$ cat src/ssnf_pkg.sv
// shared types, constants and glyph lookup for the seven-segment number formatter
// no dependencies

package ssnf_pkg;

  localparam int unsigned ValueW = 17;
  localparam int unsigned SegW   = 8;
  localparam int unsigned ProdW  = 35;

  localparam logic [ValueW-1:0] ErrLimit = 17'd99900;

  // reciprocal constants, floor(v * m >> k) == v / d over the whole 17-bit range
  localparam logic [ValueW:0] Recip10    = 18'd104858;  // k = 20
  localparam logic [ValueW:0] Recip100   = 18'd167773;  // k = 24
  localparam logic [ValueW:0] Recip1000  = 18'd134218;  // k = 27
  localparam logic [ValueW:0] Recip10000 = 18'd107375;  // k = 30

  localparam logic [SegW-1:0] SegPoint = 8'b1000_0000;
  localparam logic [SegW-1:0] SegBlank = 8'b0000_0000;
  localparam logic [SegW-1:0] SegE     = 8'b0111_1001;
  localparam logic [SegW-1:0] SegR     = 8'b0101_0000;
  localparam logic [SegW-1:0] SegDash  = 8'b0100_0000;

  typedef enum logic [1:0] {
    MODE_VALUE   = 2'd0,
    MODE_PERCENT = 2'd1,
    MODE_ERROR   = 2'd2,
    MODE_MEASURE = 2'd3
  } mode_t;

  typedef struct packed {
    logic [ValueW-1:0] value;
    logic [1:0]        mode;
  } in_word_t;

  typedef struct packed {
    logic [SegW-1:0] left_segments;
    logic [SegW-1:0] middle_segments;
    logic [SegW-1:0] right_segments;
  } out_word_t;

  function automatic logic [SegW-1:0] glyph(input logic [3:0] d);
    logic [SegW-1:0] g;
    case (d)
      4'd0:    g = 8'b0011_1111;
      4'd1:    g = 8'b0000_0110;
      4'd2:    g = 8'b0101_1011;
      4'd3:    g = 8'b0100_1111;
      4'd4:    g = 8'b0110_0110;
      4'd5:    g = 8'b0110_1101;
      4'd6:    g = 8'b0111_1101;
      4'd7:    g = 8'b0000_0111;
      4'd8:    g = 8'b0111_1111;
      4'd9:    g = 8'b0110_1111;
      default: g = SegBlank;
    endcase
    return g;
  endfunction

  function automatic logic [SegW-1:0] glyph_or_blank(input logic [3:0] d);
    logic [SegW-1:0] g;
    g = (d == 4'd0) ? SegBlank : glyph(d);
    return g;
  endfunction

endpackage

$ cat src/seven_segment_number_formatter_top.sv
// seven-segment number formatter: value in hundredths plus mode to three digit patterns
// depends on ssnf_pkg (types, reciprocal constants, glyph functions)
//
//  channel  | ports                        | payload
//  ---------+------------------------------+--------------------------------------
//  input    | in_valid, in_stall, in_word  | value (17b), mode (2b)
//  result   | out_valid, out_stall, out_word| left/middle/right segments (8b each)
//
// the accepting edge loads the input register; the result register then takes the
// digit split and glyph selection of that word when the result stage advances
// one word per cycle sustained; both stages advance together when out_stall is low
// in_stall rises only when both stages hold a word and the result side stalls
// rst_n (synchronous, active low) clears the two valid bits; payload is not reset

module seven_segment_number_formatter_top (
  input  logic               clk,
  input  logic               rst_n,
  input  logic               in_valid,
  output logic               in_stall,
  input  ssnf_pkg::in_word_t  in_word,
  output logic               out_valid,
  input  logic               out_stall,
  output ssnf_pkg::out_word_t out_word
);

  // pipeline control
  logic               s1_valid_r, s1_valid_nxt;
  logic               s2_valid_r, s2_valid_nxt;
  ssnf_pkg::in_word_t  s1_word_r;
  ssnf_pkg::out_word_t s2_word_r, s2_word_nxt;
  logic               adv2;
  logic               adv1;

  // result stage moves when empty or drained this cycle; input stage follows
  assign adv2     = !s2_valid_r || !out_stall;
  assign adv1     = !s1_valid_r || adv2;
  assign in_stall = !adv1;

  assign s1_valid_nxt = adv1 ? in_valid : s1_valid_r;
  assign s2_valid_nxt = adv2 ? s1_valid_r : s2_valid_r;

  always_ff @(posedge clk) begin
    if (!rst_n) begin
      s1_valid_r <= 1'b0;
      s2_valid_r <= 1'b0;
    end else begin
      s1_valid_r <= s1_valid_nxt;
      s2_valid_r <= s2_valid_nxt;
    end
  end

  always_ff @(posedge clk) begin
    if (adv1 && in_valid) begin
      s1_word_r <= in_word;
    end
    if (adv2 && s1_valid_r) begin
      s2_word_r <= s2_word_nxt;
    end
  end

  // decimal split: each quotient comes straight from the value through its own
  // reciprocal multiply, so no multiply feeds another
  logic [ssnf_pkg::ValueW-1:0] v;
  logic [ssnf_pkg::ProdW-1:0]  p1, p2, p3, p4;
  logic [13:0]                 q1;   // v / 10
  logic [10:0]                 q2;   // v / 100
  logic [7:0]                  q3;   // v / 1000
  logic [3:0]                  q4;   // v / 10000
  logic [3:0]                  d0, d1, d2, d3, d4;

  assign v  = s1_word_r.value;
  assign p1 = ssnf_pkg::ProdW'(v) * ssnf_pkg::ProdW'(ssnf_pkg::Recip10);
  assign p2 = ssnf_pkg::ProdW'(v) * ssnf_pkg::ProdW'(ssnf_pkg::Recip100);
  assign p3 = ssnf_pkg::ProdW'(v) * ssnf_pkg::ProdW'(ssnf_pkg::Recip1000);
  assign p4 = ssnf_pkg::ProdW'(v) * ssnf_pkg::ProdW'(ssnf_pkg::Recip10000);

  assign q1 = p1[33:20];
  assign q2 = p2[34:24];
  assign q3 = p3[34:27];
  assign q4 = p4[33:30];

  // remainders against ten times the next quotient (shift-add constant scale)
  logic [ssnf_pkg::ValueW-1:0] r0;
  logic [13:0]                 r1;
  logic [10:0]                 r2;
  logic [7:0]                  r3;

  assign r0 = v  - (ssnf_pkg::ValueW'(q1) * 17'd10);
  assign r1 = q1 - (14'(q2) * 14'd10);
  assign r2 = q2 - (11'(q3) * 11'd10);
  assign r3 = q3 - (8'(q4) * 8'd10);

  assign d0 = r0[3:0];
  assign d1 = r1[3:0];
  assign d2 = r2[3:0];
  assign d3 = r3[3:0];
  assign d4 = q4;

  // glyph selection
  ssnf_pkg::mode_t mode;
  logic            too_large;

  assign mode      = ssnf_pkg::mode_t'(s1_word_r.mode);
  assign too_large = (v > ssnf_pkg::ErrLimit);

  always_comb begin
    s2_word_nxt.left_segments   = ssnf_pkg::SegE;
    s2_word_nxt.middle_segments = ssnf_pkg::SegR;
    s2_word_nxt.right_segments  = ssnf_pkg::SegR;
    if (!too_large) begin
      case (mode)
        ssnf_pkg::MODE_ERROR: begin
          s2_word_nxt.left_segments   = ssnf_pkg::SegE;
          s2_word_nxt.middle_segments = ssnf_pkg::SegR;
          s2_word_nxt.right_segments  = ssnf_pkg::SegR;
        end
        ssnf_pkg::MODE_MEASURE: begin
          s2_word_nxt.left_segments   = ssnf_pkg::SegDash;
          s2_word_nxt.middle_segments = ssnf_pkg::SegDash;
          s2_word_nxt.right_segments  = ssnf_pkg::SegDash;
        end
        ssnf_pkg::MODE_PERCENT: begin
          // zeros in the top two digits blanked, units always shown, no point
          s2_word_nxt.left_segments   = ssnf_pkg::glyph_or_blank(d4);
          s2_word_nxt.middle_segments = ssnf_pkg::glyph_or_blank(d3);
          s2_word_nxt.right_segments  = ssnf_pkg::glyph(d2);
        end
        ssnf_pkg::MODE_VALUE: begin
          // window of three digits starting at the first nonzero of the top two, else at the units digit
          if (d4 != 4'd0) begin
            s2_word_nxt.left_segments   = ssnf_pkg::glyph(d4);
            s2_word_nxt.middle_segments = ssnf_pkg::glyph(d3);
            s2_word_nxt.right_segments  = ssnf_pkg::glyph(d2) | ssnf_pkg::SegPoint;
          end else if (d3 != 4'd0) begin
            s2_word_nxt.left_segments   = ssnf_pkg::glyph(d3);
            s2_word_nxt.middle_segments = ssnf_pkg::glyph(d2) | ssnf_pkg::SegPoint;
            s2_word_nxt.right_segments  = ssnf_pkg::glyph(d1);
          end else begin
            s2_word_nxt.left_segments   = ssnf_pkg::glyph(d2) | ssnf_pkg::SegPoint;
            s2_word_nxt.middle_segments = ssnf_pkg::glyph(d1);
            s2_word_nxt.right_segments  = ssnf_pkg::glyph(d0);
          end
        end
        default: begin
          s2_word_nxt.left_segments   = ssnf_pkg::SegE;
          s2_word_nxt.middle_segments = ssnf_pkg::SegR;
          s2_word_nxt.right_segments  = ssnf_pkg::SegR;
        end
      endcase
    end
  end

  assign out_valid = s2_valid_r;
  assign out_word  = s2_word_r;

  // checks

  // stall only when both stages are full and the result side stalls
  a_stall_full: assert property (@(posedge clk) disable iff (!rst_n)
    in_stall |-> (s1_valid_r && s2_valid_r && out_stall))
    else $error("input stalled while pipeline has room");

  // at most one decimal point on a shown word
  a_one_point: assert property (@(posedge clk) disable iff (!rst_n)
    out_valid |-> ($countones({out_word.left_segments[7], out_word.middle_segments[7],
                               out_word.right_segments[7]}) <= 1))
    else $error("more than one decimal point");

  // error mode word lands as Err
  a_err_mode: assert property (@(posedge clk) disable iff (!rst_n)
    (s1_valid_r && adv2 && s1_word_r.mode == ssnf_pkg::MODE_ERROR) |=>
      (out_valid && out_word.left_segments == ssnf_pkg::SegE &&
       out_word.middle_segments == ssnf_pkg::SegR &&
       out_word.right_segments == ssnf_pkg::SegR))
    else $error("error mode did not show Err");

  // percent mode, when in range, sets no point on the units digit and never blanks it
  a_percent: assert property (@(posedge clk) disable iff (!rst_n)
    (s1_valid_r && adv2 && s1_word_r.mode == ssnf_pkg::MODE_PERCENT && !too_large) |=>
      (out_valid && !out_word.right_segments[7] &&
       out_word.right_segments != ssnf_pkg::SegBlank))
    else $error("percent mode units digit wrong");

  // a word in the result stage waits while stalled
  a_hold_result: assert property (@(posedge clk) disable iff (!rst_n)
    (out_valid && out_stall) |=> (out_valid && $stable(out_word)))
    else $error("stalled result changed");

endmodule

$ cat config.mk
export PLATFORM = sky130hd
export DESIGN_NAME = seven_segment_number_formatter_top
export DESIGN_NICKNAME = d
export VERILOG_FILES = /design/src/ssnf_pkg.sv /design/src/seven_segment_number_formatter_top.sv
export SDC_FILE = /design/constraint.sdc
export NUM_CORES = 1
export LEC_CHECK = 0
export ABC_AREA = 1
export BUFFER_PORTS_ARGS = -buffer_cell sky130_fd_sc_hd__buf_2
export CORE_AREA = 2 2 186 234
export DETAILED_ROUTE_END_ITERATION = 10
export DIE_AREA = 0 0 188 236
export PLACE_DENSITY_LB_ADDON = 0.08
export SYNTH_ARGS = -nofsm -noshare
export SYNTH_HDL_FRONTEND = slang
export SYNTH_SLANG_ARGS = --single-unit
$ cat constraint.sdc
create_clock -name clk -period 14.6 [get_ports clk]
set_input_delay 2.19 -clock clk [delete_from_list [all_inputs] [get_ports clk]]
set_output_delay 2.19 -clock clk [all_outputs]
set_load 0.05 [all_outputs]
==> metrics <==
die area 44,400 um2; P&R area growth vs syn 5.82%; CP max stage delay 1.09 ns; # hold bufs at CTS 0; WP data arrival 9.17 ns; Placed Instance Area 21,900 um2; first-pass GRT wire length 98.1 mm; Max Cap Violations 0; register area share after synthesis 0.0638; status completed; top-count cell post-synth inv_1; ranking of synthesized cells by area fa_1, ha_1, inv_1, nand2_1, edfxtp_1; met2 WL 31.2 mm; vias in the first global route 17,700; setup tns final 0 ns; postcts setup bufs 0; I/O pin count 49; Worst-Margin Slew 1.11 ns; Remaining DRCs 0; WL met1 25.1 mm; largest area contributor in the netlist fa_1; syn_nets 3,365; Final Routed Wirelength 62.5 mm; ys async rst share 0; Netlist cell types 48; sequential cell area 1330 um2; effective utilization at floorplan 0.492; fin area 22,100 um2; layout filler cell count 4,161; dominant synthesized flop cell edfxtp_1; Routed met3 length 2.78 mm; FP Rows 85; count of pins over their slew limit 0; Req. time, crit path 14.61 ns; Antenna Nets Post-Route 0; Slew HR 0.260; Setup Skew 0.00473 ns; count of input and output buffers 48; GR Overflow Total 0; highest clock rate 0.109 GHz; synthesized instance count 2,589; clock sinks 45; DP HPWL 54.0 mm; largest net degree at the start of global routing 25; worst skew pair latency 0.29 ns; EDFF count, synth 43; Net count, final 3,430; Wirelength per Cell 19.4 um; total vias in the final route 16,600; Synth Cell Area 20,900 um2; Crit Path Class flip-flop to flip-flop; Clock Tree Buf Depth 2; DR pass1 iterations 5; Slowest-stage cell, CP edfxtp_1; area of the multi-input gates 16,700 um2; CTS root buf clkbuf_16; CTS tree done; Num CTS Buffers 5; layout cells sized above 1 0.0456; Avg Inst Size Synth 8.06 um2; post-synth top area share 0.295; final worst-path cycle share 0.627; RSZ-0062 raised after global routing false; Top delay family on crit path adder cells; Die Span X 188 um; synth cell count leaders inv_1, nand2_1, ha_1; Hold Crit Class flip-flop to flip-flop; Ys Warns 0; endpoints failing setup 0; Worst setup SP type flip-flop; placer congestion estimate 0.972; die span in y 236 um; htree depth 2; gr usage total 0.291; Highest Signal Layer met4; crit path time final 9.16 ns; Crit. End Element flip-flop; Synth Register Bits 45; DR vias/cell 5.14; worst-path fanout max 17; initial antenna violation count 1; Initial DRC Count 840; worst path buffer plus inverter count 8; cells resized by post-CTS repair 0; Most common cell on crit path inv_1; Clock Pin Slew Worst Setup and Hold Paths 0.07 ns; core area 42,400 um2; Hold Fails Final Rpt 0
## worst reg2reg max path: cells and delay by family, from the launching register on
kind                     cells  cell delay (ns)
AND/OR/NAND/NOR             16             1.94
XOR/XNOR                     2             0.30
flip-flops                   1             1.09
buffers and inverters        8             0.93
adder cells (fa/ha/maj)      8             4.27
AO/OA/AOI/OAI                2             0.36
## metrics by stage
step                cells  hold WS [ns]  worst slack [ns]   util
floorplan            2589         0.453              7.32      -
global placement     3212         0.477              5.51  0.517
detailed placement   3212         0.498              5.52  0.517
CTS                  3220         0.508              5.45  0.521
global route         3221         0.532              4.85  0.521
finish               3221         0.508              5.44  0.521
## flip-flops by register name, summed over array words and instances (netlist names)
register / cells
mode: 2
out_valid: 1
out_word: 24
s1_valid_r: 1
v: 17
## layout by cell type (no fill, tap or decap), types with 38 or more instances in the layout
cell	instances
inv_1	729
nand3_1	83
buf_2	48
ha_1	445
a21oi_1	99
o21ai_0	45
fa_1	308
nand2_1	500
xor2_1	38
nor2_1	130
edfxtp_1	43
## path summary, 6_finish.rpt
kind,startpoint,endpoint,slack (ns),cells after the start
max,v[1],out_word[9],5.44,36
min,out_valid,out_valid,0.51,2
max reg2reg,v[1],out_word[9],5.44,36
min reg2reg,out_valid,out_valid,0.51,2
## cell type report
class,instances,share of cell area
antenna,1,0.000113
clock buffer,6,0.00583
sequential,45,0.0603
timing repair buffer,71,0.0187
tap,565,0.0320
clock inverter,2,0.00176
multi-input combinational,1800,0.757
inverter,731,0.124
## logic make-up (layout without fill, tap and decap cells)
kind of cell,count (synthesis),count (layout),synth area share
AOI/OAI and AO/OA,198,198,0.0536
xor gates and xnor gates,57,57,0.0239
adders and majority gates,753,753,0.562
buffers and inverters,744,810,0.135
DFF,45,45,0.0638
other,0,1,0
and+or+nand+nor,792,792,0.161
## layer usage
metal	global-route usage	vias up
met5	0	-
met4	0.130	0
met3	0.0314	148
met2	0.521	439
met1	0.350	7958
li1	-	8014
Power is left out: the tool's default activity adds up to more than one toggle a clock period on the data nets, which glitch-free logic cannot reach.
